### config.mk
export PLATFORM = sky130hd
export DESIGN_NAME = script_tokenizer_unit
export DESIGN_NICKNAME = d
export VERILOG_FILES = /design/src/stu_pkg.sv /design/src/script_tokenizer_unit.sv
export VERILOG_INCLUDE_DIRS = /design/src /design/src/src
export SDC_FILE = /design/constraint.sdc
export NUM_CORES = 1
export LEC_CHECK = 0
export BUFFER_PORTS_ARGS = -buffer_cell sky130_fd_sc_hd__buf_4
export CORE_MARGIN = 2
export CORE_UTILIZATION = 35
export CTS_CLUSTER_DIAMETER = 150
export CTS_CLUSTER_SIZE = 40
export DETAILED_ROUTE_END_ITERATION = 10
export SYNTH_ARGS = -nofsm -noshare
export SYNTH_HDL_FRONTEND = slang
export SYNTH_SLANG_ARGS = --single-unit
### constraint.sdc
create_clock -name aclk -period 14.05 [get_ports aclk]
set_input_delay 0 -clock aclk [delete_from_list [all_inputs] [get_ports aclk]]
set_output_delay 0 -clock aclk [all_outputs]
set_load 0.005 [all_outputs]
### src/script_tokenizer_unit_defines.svh
// Assertion macros shared by the script tokenizer RTL.
// No dependencies; included by the files that carry concurrent assertions.
`ifndef SCRIPT_TOKENIZER_UNIT_DEFINES_SVH
`define SCRIPT_TOKENIZER_UNIT_DEFINES_SVH

// Same-cycle implication, checked on the rising clock while out of reset.
`define STU_ASSERT_NOW(label, clk, rst_n, ante, cons, msg) \
    label: assert property (@(posedge clk) disable iff (!(rst_n)) (ante) |-> (cons)) \
        else $error(msg);

// Next-cycle implication, checked on the rising clock while out of reset.
`define STU_ASSERT_NEXT(label, clk, rst_n, ante, cons, msg) \
    label: assert property (@(posedge clk) disable iff (!(rst_n)) (ante) |=> (cons)) \
        else $error(msg);

`endif

### src/stu_pkg.sv
// Types and character constants for the script tokenizer.
// No dependencies; imported by script_tokenizer_unit.
`default_nettype none

package stu_pkg;

    typedef enum logic [5:0] {
        ST_SPACE   = 6'b000001,
        ST_BREAK   = 6'b000010,
        ST_COMMENT = 6'b000100,
        ST_NUMBER  = 6'b001000,
        ST_SYMBOL  = 6'b010000,
        ST_STRING  = 6'b100000
    } lex_state_t;

    typedef enum logic [2:0] {
        KIND_BREAK  = 3'd0,
        KIND_NUMBER = 3'd1,
        KIND_SYMBOL = 3'd2,
        KIND_STRING = 3'd3,
        KIND_DEF    = 3'd4
    } token_kind_t;

    localparam logic [7:0] CH_SPACE    = 8'h20;
    localparam logic [7:0] CH_TAB      = 8'h09;
    localparam logic [7:0] CH_NEWLINE  = 8'h0A;
    localparam logic [7:0] CH_LBRACKET = 8'h5B;
    localparam logic [7:0] CH_RBRACKET = 8'h5D;
    localparam logic [7:0] CH_LPAREN   = 8'h28;
    localparam logic [7:0] CH_RPAREN   = 8'h29;
    localparam logic [7:0] CH_HASH     = 8'h23;
    localparam logic [7:0] CH_QUOTE    = 8'h22;
    localparam logic [7:0] CH_COLON    = 8'h3A;
    localparam logic [7:0] CH_MINUS    = 8'h2D;
    localparam logic [7:0] CH_ZERO     = 8'h30;
    localparam logic [7:0] CH_NINE     = 8'h39;

endpackage

`default_nettype wire

### src/script_tokenizer_unit.sv
// Script tokenizer: one script byte per request in, token descriptors out.
// Depends on stu_pkg and script_tokenizer_unit_defines.svh.
//
//   Channel  Ports                                      Carries
//   s_       s_valid s_ready s_ch s_restart             one script byte per request
//   m_       m_valid m_ready m_token_kind/start/length  one token descriptor per request
//
// Each byte is lexed in the cycle it is accepted; a token comes out of the
// output register in the next cycle, so one byte per clock is sustained while m_ready is high.
// The only stored element between the channels is that output register: a
// new byte is taken whenever it is empty or being drained in the same cycle.
// Synchronous active-low reset clears the lexer state, counters and m_valid.
// After MAX_INPUT_BYTES bytes, further bytes are taken and dropped until a
// request with s_restart set.
`default_nettype none

`include "script_tokenizer_unit_defines.svh"

module script_tokenizer_unit
    import stu_pkg::*;
#(
    parameter int MAX_INPUT_BYTES = 65536
) (
    input  wire logic        aclk,
    input  wire logic        aresetn,
    input  wire logic        s_valid,
    output logic             s_ready,
    input  wire logic [7:0]  s_ch,
    input  wire logic        s_restart,
    output logic             m_valid,
    input  wire logic        m_ready,
    output logic [2:0]       m_token_kind,
    output logic [15:0]      m_token_start,
    output logic [15:0]      m_token_length
);

    localparam int CntW = $clog2(MAX_INPUT_BYTES + 1);
    localparam logic [CntW-1:0] MaxCount = CntW'(MAX_INPUT_BYTES);

    lex_state_t      lex_state_reg, lex_state_next;
    logic            pending_break_reg, pending_break_next;
    logic [15:0]     start_pos_reg, start_pos_next;
    logic [15:0]     byte_pos_reg, byte_pos_next;
    logic [CntW-1:0] bytes_seen_reg, bytes_seen_next;

    logic            m_valid_reg, m_valid_next;
    token_kind_t     kind_reg, kind_next;
    logic [15:0]     tok_start_reg, tok_start_next;
    logic [15:0]     tok_len_reg, tok_len_next;

    lex_state_t      base_state, sp_state;
    logic            base_pending;
    logic [15:0]     base_start, sp_start, pos, run_len;
    logic [CntW-1:0] base_seen;
    logic            limited, accept, emit;
    logic [7:0]      c;

    assign s_ready = !m_valid_reg || m_ready;
    assign accept  = s_valid && s_ready;

    always_comb begin
        // A restart clears everything before the byte is looked at.
        base_state   = s_restart ? ST_SPACE : lex_state_reg;
        base_pending = s_restart ? 1'b0 : pending_break_reg;
        base_start   = s_restart ? 16'd0 : start_pos_reg;
        pos          = s_restart ? 16'd0 : byte_pos_reg;
        base_seen    = s_restart ? '0 : bytes_seen_reg;
        limited      = base_seen >= MaxCount;

        c = s_ch;
        if (c inside {CH_LBRACKET, CH_RBRACKET, CH_LPAREN, CH_RPAREN, CH_TAB}) begin
            c = CH_SPACE;
        end

        run_len = pos - base_start;

        // Space-state behavior, also used when a break region ends.
        sp_start = base_start;
        if (c == CH_SPACE) begin
            sp_state = ST_SPACE;
        end else if (c == CH_NEWLINE) begin
            sp_state = ST_BREAK;
        end else if (c == CH_HASH) begin
            sp_state = ST_COMMENT;
        end else if (c == CH_QUOTE) begin
            sp_state = ST_STRING;
            sp_start = pos + 16'd1;
        end else if (c inside {[CH_ZERO:CH_NINE], CH_MINUS}) begin
            sp_state = ST_NUMBER;
            sp_start = pos;
        end else begin
            sp_state = ST_SYMBOL;
            sp_start = pos;
        end

        lex_state_next     = base_state;
        pending_break_next = base_pending;
        start_pos_next     = base_start;
        byte_pos_next      = pos;
        bytes_seen_next    = base_seen;
        emit               = 1'b0;
        kind_next          = kind_reg;
        tok_start_next     = tok_start_reg;
        tok_len_next       = tok_len_reg;

        if (!limited) begin
            byte_pos_next   = pos + 16'd1;
            bytes_seen_next = base_seen + CntW'(1);
            case (base_state)
                ST_BREAK: begin
                    if (c == CH_SPACE) begin
                        lex_state_next = ST_BREAK;
                    end else if (c == CH_HASH) begin
                        pending_break_next = 1'b1;
                        lex_state_next     = ST_COMMENT;
                    end else if (c == CH_NEWLINE) begin
                        pending_break_next = 1'b1;
                    end else begin
                        if (base_pending) begin
                            emit               = 1'b1;
                            kind_next          = KIND_BREAK;
                            tok_start_next     = 16'd0;
                            tok_len_next       = 16'd0;
                            pending_break_next = 1'b0;
                        end
                        lex_state_next = sp_state;
                        start_pos_next = sp_start;
                    end
                end
                ST_COMMENT: begin
                    if (c == CH_NEWLINE) begin
                        lex_state_next = ST_BREAK;
                    end
                end
                ST_STRING: begin
                    if (c == CH_QUOTE) begin
                        emit           = 1'b1;
                        kind_next      = KIND_STRING;
                        tok_start_next = base_start;
                        tok_len_next   = run_len;
                        lex_state_next = ST_SPACE;
                    end
                end
                ST_NUMBER, ST_SYMBOL: begin
                    if (c inside {CH_COLON, CH_HASH, CH_SPACE, CH_NEWLINE}) begin
                        // A run whose length wrapped to zero is dropped.
                        emit = run_len != 16'd0;
                        if (c == CH_COLON) begin
                            kind_next = KIND_DEF;
                        end else if (base_state == ST_NUMBER) begin
                            kind_next = KIND_NUMBER;
                        end else begin
                            kind_next = KIND_SYMBOL;
                        end
                        tok_start_next = base_start;
                        tok_len_next   = run_len;
                        if (c == CH_HASH) begin
                            lex_state_next = ST_COMMENT;
                        end else if (c == CH_NEWLINE) begin
                            lex_state_next = ST_BREAK;
                        end else begin
                            lex_state_next = ST_SPACE;
                        end
                    end
                end
                default: begin
                    lex_state_next = sp_state;
                    start_pos_next = sp_start;
                end
            endcase
        end

        if (accept) begin
            m_valid_next = emit;
        end else if (m_ready) begin
            m_valid_next = 1'b0;
        end else begin
            m_valid_next = m_valid_reg;
        end
    end

    always_ff @(posedge aclk) begin
        if (!aresetn) begin
            lex_state_reg     <= ST_SPACE;
            pending_break_reg <= 1'b0;
            start_pos_reg     <= 16'd0;
            byte_pos_reg      <= 16'd0;
            bytes_seen_reg    <= '0;
            m_valid_reg       <= 1'b0;
        end else begin
            m_valid_reg <= m_valid_next;
            if (accept) begin
                lex_state_reg     <= lex_state_next;
                pending_break_reg <= pending_break_next;
                start_pos_reg     <= start_pos_next;
                byte_pos_reg      <= byte_pos_next;
                bytes_seen_reg    <= bytes_seen_next;
            end
        end
    end

    always_ff @(posedge aclk) begin
        if (accept && emit) begin
            kind_reg      <= kind_next;
            tok_start_reg <= tok_start_next;
            tok_len_reg   <= tok_len_next;
        end
    end

    assign m_valid        = m_valid_reg;
    assign m_token_kind   = kind_reg;
    assign m_token_start  = tok_start_reg;
    assign m_token_length = tok_len_reg;

    `STU_ASSERT_NOW(a_seen_bound, aclk, aresetn, 1'b1, bytes_seen_reg <= MaxCount, "byte count passed the input limit")
    `STU_ASSERT_NOW(a_pending_state, aclk, aresetn, pending_break_reg, lex_state_reg == ST_BREAK || lex_state_reg == ST_COMMENT, "break owed outside a break region")
    `STU_ASSERT_NOW(a_break_zero, aclk, aresetn, m_valid && m_token_kind == KIND_BREAK, m_token_start == 16'd0 && m_token_length == 16'd0, "break token with nonzero fields")
    `STU_ASSERT_NEXT(a_pos_step, aclk, aresetn, accept && !s_restart && bytes_seen_reg < MaxCount, byte_pos_reg == 16'($past(byte_pos_reg) + 16'd1), "byte position did not advance")

endmodule

`default_nettype wire
==> results of run 1 <==
synthesized netlist by cell type, types with 3 or more instances:
cell type	instances	area share, %
sky130_fd_sc_hd__a31oi_1	4	0.44
sky130_fd_sc_hd__nand3_1	20	1.7
sky130_fd_sc_hd__inv_1	13	0.85
sky130_fd_sc_hd__a211oi_1	5	0.65
sky130_fd_sc_hd__nand3b_1	5	0.65
sky130_fd_sc_hd__buf_2	7	0.61
sky130_fd_sc_hd__dfxtp_1	57	20
sky130_fd_sc_hd__a22oi_1	19	2.5
sky130_fd_sc_hd__nand2_1	85	5.5
sky130_fd_sc_hd__nand4_1	10	1.1
sky130_fd_sc_hd__nor4_1	5	0.54
sky130_fd_sc_hd__and2_1	26	2.8
sky130_fd_sc_hd__and4_1	4	0.61
sky130_fd_sc_hd__o21ai_0	40	3.5
sky130_fd_sc_hd__nor2_1	70	4.6
sky130_fd_sc_hd__nor2_2	3	0.33
sky130_fd_sc_hd__nor2b_1	41	4.5
sky130_fd_sc_hd__or3_1	4	0.44
sky130_fd_sc_hd__edfxtp_1	35	18
sky130_fd_sc_hd__o211a_1	5	0.87
sky130_fd_sc_hd__ha_1	17	3.7
sky130_fd_sc_hd__a21o_1	4	0.52
sky130_fd_sc_hd__a21oi_1	30	2.6
sky130_fd_sc_hd__xor2_1	13	2.0
sky130_fd_sc_hd__nor3_1	14	1.2
sky130_fd_sc_hd__and3_1	8	0.87
sky130_fd_sc_hd__o22ai_1	5	0.54
sky130_fd_sc_hd__clkbuf_1	26	1.7
sky130_fd_sc_hd__o31ai_1	3	0.39
sky130_fd_sc_hd__xnor2_1	19	2.9
sky130_fd_sc_hd__o21a_1	3	0.39
sky130_fd_sc_hd__nand2b_1	8	0.87
sky130_fd_sc_hd__o211ai_1	3	0.39
sky130_fd_sc_hd__a21boi_0	5	0.65
sky130_fd_sc_hd__o21ai_1	16	1.4
worst min-delay path, delay by kind of cell:
kind | cells | cell delay (ns)
buffers and inverters | 1 | 0.14
and+or+nand+nor | 2 | 0.11
layer usage:
layer	global-route usage, %	up-vias
li1	-	2499
met1	21.4	2354
met2	27.9	157
met3	3.42	21
met4	5.86	0
met5	0	-
layout make-up:
cell class / instances / area share [%]
Timing Repair Buffer: 53 / 6.06
Clock inverter: 6 / 0.724
Sequential cell: 92 / 33.4
Inverter: 13 / 0.743
Tap cell: 216 / 4.12
Clock buffer: 10 / 3.49
Multi-Input combinational cell: 544 / 51.5
where the power goes:
group | switching (mW) | internal (mW) | leakage [nW]
Sequential | 0.00343 | 0.277 | 0.779
Clock | 0.109 | 0.122 | 0.133
Combinational | 0.0353 | 0.0207 | 1.45
path summary, 6_finish.rpt:
check,cells after the start,start,to
worst min-delay path,3,s_ch[3],m_token_kind[2]
worst max register to register,10,byte_pos_reg[5],m_token_length[0]
worst max-delay path,13,s_restart,m_token_length[0]
worst min register to register,1,bytes_seen_reg[8],bytes_seen_reg[8]
kinds of logic (layout without fill, tap and decap cells):
| kind of cell | Yosys count | after routing | share of synthesized area (%) |
|---|---|---|---|
| buffers and inverters | 49 | 82 | 3.42 |
| AO/OA/AOI/OAI | 168 | 168 | 19.1 |
| AND/OR/NAND/NOR | 326 | 326 | 30.4 |
| XOR/XNOR | 32 | 32 | 4.87 |
| flip-flops | 92 | 92 | 38.1 |
| adder cells (fa/ha/maj) | 18 | 18 | 4.05 |
what timing repair did:
| action | in CTS | in global routing |
|---|---|---|
| endpoints found under the hold margin | 1 | 0 |
| setup endpoints to repair | 0 | 0 |
| setup buffers | 0 | 0 |
| hold buffers | 1 | 0 |
==> results.toml, run 1 <==
[timing]
final_min_period_over_clock_period_pct = 29.7
report.final.hold_viol_count = 0
setup_viol = 0
min_period_ns = 4.17
hold-worst-slack_ns = 0.0570
worst-slew-pin-transition_ns = 1.18
fin_setup_tns_ns = 0
finalClockSkew_ns = 0.00633
timing.final.max_slew_violations = 0
postLayoutSetupSlackWorst_ns = 9.88
maxClockFrequency_ghz = 0.240
slew_headroom_pct = 20.9
grt_setup_unrepaired = "no"

[floorplan]
design.die.area_um2 = 17500
initial_core_util_pct = 36.1
pin_count = 50
core_region_area_um2 = 15900
die_width_um = 132
row_count = 46
die_h_um = 132

[logic_synthesis]
synth-seq-cells = 92
postSynthAreaPerCell_um2 = 8.39
synth_edf_count = 35
ys_warn_count = 0
synth.net_count = 716
synthArstFlopShare_pct = 0
ys.flop_type = "sky130_fd_sc_hd__dfxtp_1"
yosysUniqueCellTypes = 77
synth_cells = 685
yosysSeqAreaShare_pct = 38.1
post_synthesis_instance_area_um2 = 5750

[layout]
antenna_cells_inserted = 0
final_cell_area_um2 = 6570
largest_reg_flops = 17
drive_above_1_share_pct = 12.7
synthToLayoutAreaGrowth_pct = 14.2
fin_cells = 934
area.sequential_um2 = 2190
mostFrequentLayoutCells = "85 x sky130_fd_sc_hd__nand2_1, 70 x sky130_fd_sc_hd__nor2_1, 57 x sky130_fd_sc_hd__dfxtp_1, 51 x sky130_fd_sc_hd__buf_4, 41 x sky130_fd_sc_hd__nor2b_1"
finalCoreUtilization_pct = 41.2
n_fill_cell = 1573
layout.nets = 744
layout_commonest_cell = "sky130_fd_sc_hd__nand2_1"
multi_input_comb_area_um2 = 3380

[worst_setup_path]
critical-path-max-stage-delay_ns = 0.98
cp_slowest_cell = "sky130_fd_sc_hd__a41oi_4"
critPathTopFamily = "compound AO/OA/AOI/OAI gates"
cp-end-kind = "register"
start_kind = "input pin"
cp.buffers_inverters = 3
worst_path_most_repeated_cell = "sky130_fd_sc_hd__inv_1"
critical_path.max_fanout = 68
regToRegSetupSlack_ns = 10.06
critical_path.cell_chain = "buf_4, inv_1, nand2_1, inv_1, fa_1, nand2b_1, a21o_1, a211oi_1, o41a_1, nor2_1, xor2_1, and2_1, a41oi_4"
crit_required_ns = 14.02
crit_type = "input pin to register"
worstPathArrival_ns = 4.14

[status]
status = "completed"

[placed_design]
place.port_buffers = 49
gp_routability_congestion = 0.880
postPlaceCellArea_um2 = 6270
post_dp_hpwl_mm = 10.3
place_ws_ns = 9.47
dpl.cell_count = 916

[drt]
drt-vias-per-instance = 5.39
drt_first_pass_iters = 6
drt_iter0_markers = 502
met2_wirelength_mm = 6.72
wirelength_mm = 14.2
vias = 5031
routed_wire_length_per_instance_um = 15.2
drc = 0
antenna_left = 0
highest-signal-layer = "met4"
drt-met1-wl_mm = 6.40
met3_length_um = 893

[global_routing]
grt_max_degree = 69
grt_first_pass_wirelength_mm = 24.0
grt_usage_pct = 16.7
grt_antenna_before_repair = 0
via_count_of_the_first_global_routing_pass = 4790
overflow = 0

[clocking]
clock_sinks = 92
cts-buffers-inserted = 9
cts_tree = "done"
clk_pin_slew_ns = 0.07
clk_path_buf_depth = 2
cts_resized = 0
clockRootBuffer = "sky130_fd_sc_hd__clkbuf_16"
clock_latency_ns = 0.35
cts.htree.levels = 3

[hold_path]
hp-class = "input pin to register"

[power_and_ir_drop]
static-leakage-power_nw = 2.36
cellPowerDensity_nw_per_um2 = 86.5
post-layout-total-power_mw = 0.568
ir_drop_uv = 58.8

[job]
max_cap_viol_count = 0
Note: power is estimated with default switching activity, not from simulation.
==> inputs of run 2 (changes only) <==
==> constraint.sdc (replaced) <==
create_clock -name aclk -period 3.4 [get_ports aclk]
set_input_delay 0 -clock aclk [delete_from_list [all_inputs] [get_ports aclk]]
set_output_delay 0 -clock aclk [all_outputs]
set_load 0.005 [all_outputs]
==> run 2 against run 1 <==
  * Power increased to 4.2 times the previous value
  * Design area increased by 2.5%
  * Via count increased by 0.99%
  * Register-to-register slack got worse by 9.9 ns
  * Largest cell class unchanged
  * Largest power group unchanged
==> results.toml, run 2 (synthesis gave the netlist of run 1 again) <==
[floorplan]
row_count = 46
pin_count = 50
die_width_um = 132
core_region_area_um2 = 15900
die_h_um = 132
design.die.area_um2 = 17500
initial_core_util_pct = 36.1

[global_routing]
via_count_of_the_first_global_routing_pass = 4662
grt_first_pass_wirelength_mm = 23.6
grt_max_degree = 59
grt_antenna_before_repair = 0
grt_usage_pct = 16.5
overflow = 0

[placed_design]
place_ws_ns = 0.152
dpl.cell_count = 929
place.port_buffers = 49
post_dp_hpwl_mm = 10.7
gp_routability_congestion = 0.875

[layout]
antenna_cells_inserted = 0
fin_cells = 946
layout.nets = 756
layout_commonest_cell = "sky130_fd_sc_hd__nand2_1"
largest_reg_flops = 17
drive_above_1_share_pct = 15.1
finalCoreUtilization_pct = 42.2
mostFrequentLayoutCells = "85 x sky130_fd_sc_hd__nand2_1, 70 x sky130_fd_sc_hd__nor2_1, 62 x sky130_fd_sc_hd__buf_4, 57 x sky130_fd_sc_hd__dfxtp_1"
n_fill_cell = 1571
synthToLayoutAreaGrowth_pct = 17.1

[clocking]
clock_sinks = 92
clk_pin_slew_ns = 0.07
clockRootBuffer = "sky130_fd_sc_hd__clkbuf_16"
postCtsSetupRepairBufs = 0
cts_tree = "done"
cts.htree.levels = 3
clock_latency_ns = 0.36
cts-buffers-inserted = 9
clk_path_buf_depth = 2

[timing]
timing.final.max_slew_violations = 0
final_min_period_over_clock_period_pct = 94.1
fin_setup_tns_ns = 0
hold-worst-slack_ns = 0.0532
setup_viol = 0
worst-slew-pin-transition_ns = 0.905
postLayoutSetupSlackWorst_ns = 0.202
slew_headroom_pct = 39.3
min_period_ns = 3.20
report.final.hold_viol_count = 0
maxClockFrequency_ghz = 0.313
grt_setup_unrepaired = "no"
finalClockSkew_ns = 0.0105

[worst_setup_path]
cp-end-kind = "register"
critical_path.cell_chain = "nor2b_2, ha_1, a21o_1, or3_1, o211ai_2, o21ai_1, a31o_1, a21oi_1, xnor2_1, a41oi_4, buf_12"
worstPathArrival_ns = 3.25
cp_slowest_cell = "sky130_fd_sc_hd__dfxtp_1"
crit_start = "byte_pos_reg[6]"
start_kind = "register"
critical-path-max-stage-delay_ns = 0.42
crit_required_ns = 3.45
critical_path.max_fanout = 29
crit_type = "register to register"
worst_r2r_src = "byte_pos_reg[6]"
regToRegSetupSlack_ns = 0.20

[job]
max_cap_viol_count = 0

[power_and_ir_drop]
static-leakage-power_nw = 2.44
cellPowerDensity_nw_per_um2 = 354
ir_drop_uv = 215

[drt]
drt_first_pass_iters = 5
wirelength_mm = 14.3
met2_wirelength_mm = 6.66
vias = 5081
drt_iter0_markers = 368
antenna_left = 0
met3_length_um = 705
drt-met1-wl_mm = 6.75
routed_wire_length_per_instance_um = 15.1
drt-vias-per-instance = 5.37
drc = 0
highest-signal-layer = "met4"

[hold_path]
hp-class = "input pin to register"
worstHoldStart = "s_ch[3]"

[status]
status = "completed"
==> run 2: cell types whose count changed in the layout (fill, tap and decap cells not counted), moves of 2 or more <==
cell | previous run | this run
sky130_fd_sc_hd__a211oi_2 | 0 | 2
sky130_fd_sc_hd__buf_4 | 51 | 62
sky130_fd_sc_hd__buf_12 | 0 | 2
sky130_fd_sc_hd__a211oi_1 | 5 | 3
sky130_fd_sc_hd__inv_6 | 2 | 5
==> run 2: cell type report <==
class / instances / area, µm² / share of cell area [%]
timing repair buffer: 65 / 515 / 7.66
inverter: 13 / 48.8 / 0.725
tap: 216 / 270 / 4.01
multi-input combinational: 544 / 3420 / 50.8
sequential: 92 / 2190 / 32.6
clock buffer: 9 / 225 / 3.35
clock inverter: 7 / 61.3 / 0.911
==> run 2: final timing paths <==
path,endpoint,depth (start not counted)
setup / recovery,m_token_length[0],11
hold / removal,m_token_kind[2],3
setup reg to reg,m_token_length[0],11
hold reg to reg,bytes_seen_reg[11],1
==> run 2: per-stage QoR <==
stage / power, mW / area, µm²
after global routing: 2.47 / 6730
after CTS: 2.40 / 6730
after global placement: 1.42 / 6430
final: 2.39 / 6730
after floorplan: 1.36 / 5840
after detailed placement: 1.43 / 6430
==> run 2: where the power goes <==
| group | total, mW | internal [mW] | switching (mW) |
|---|---|---|---|
| sequential | 1.16 | 1.15 | 0.0130 |
| clock | 0.982 | 0.512 | 0.470 |
| combinational | 0.245 | 0.0954 | 0.150 |
==> run 2: metal layers <==
layer  GRT usage (%)  vias up
met1            22.6     2388
met3            2.65       14
met4            4.59        0
met2            27.0      149
met5               0        -
li1                -     2530
==> run 2: critical path: cells and delay by family (launching register included) <==
kind / cells / cell delay (ns)
compound gates: 6 / 1.18
xor+xnor: 1 / 0.16
fa+ha+maj: 1 / 0.31
buf+inv: 1 / 0.22
flops: 1 / 0.42
simple gates: 2 / 0.60
==> run 2: timing repair <==
item / CTS / global route
resized for setup: 0 / 1
hold buffers: 1 / 0
hold endpoints to repair: 1 / 0
endpoints found under the setup margin: 0 / 35
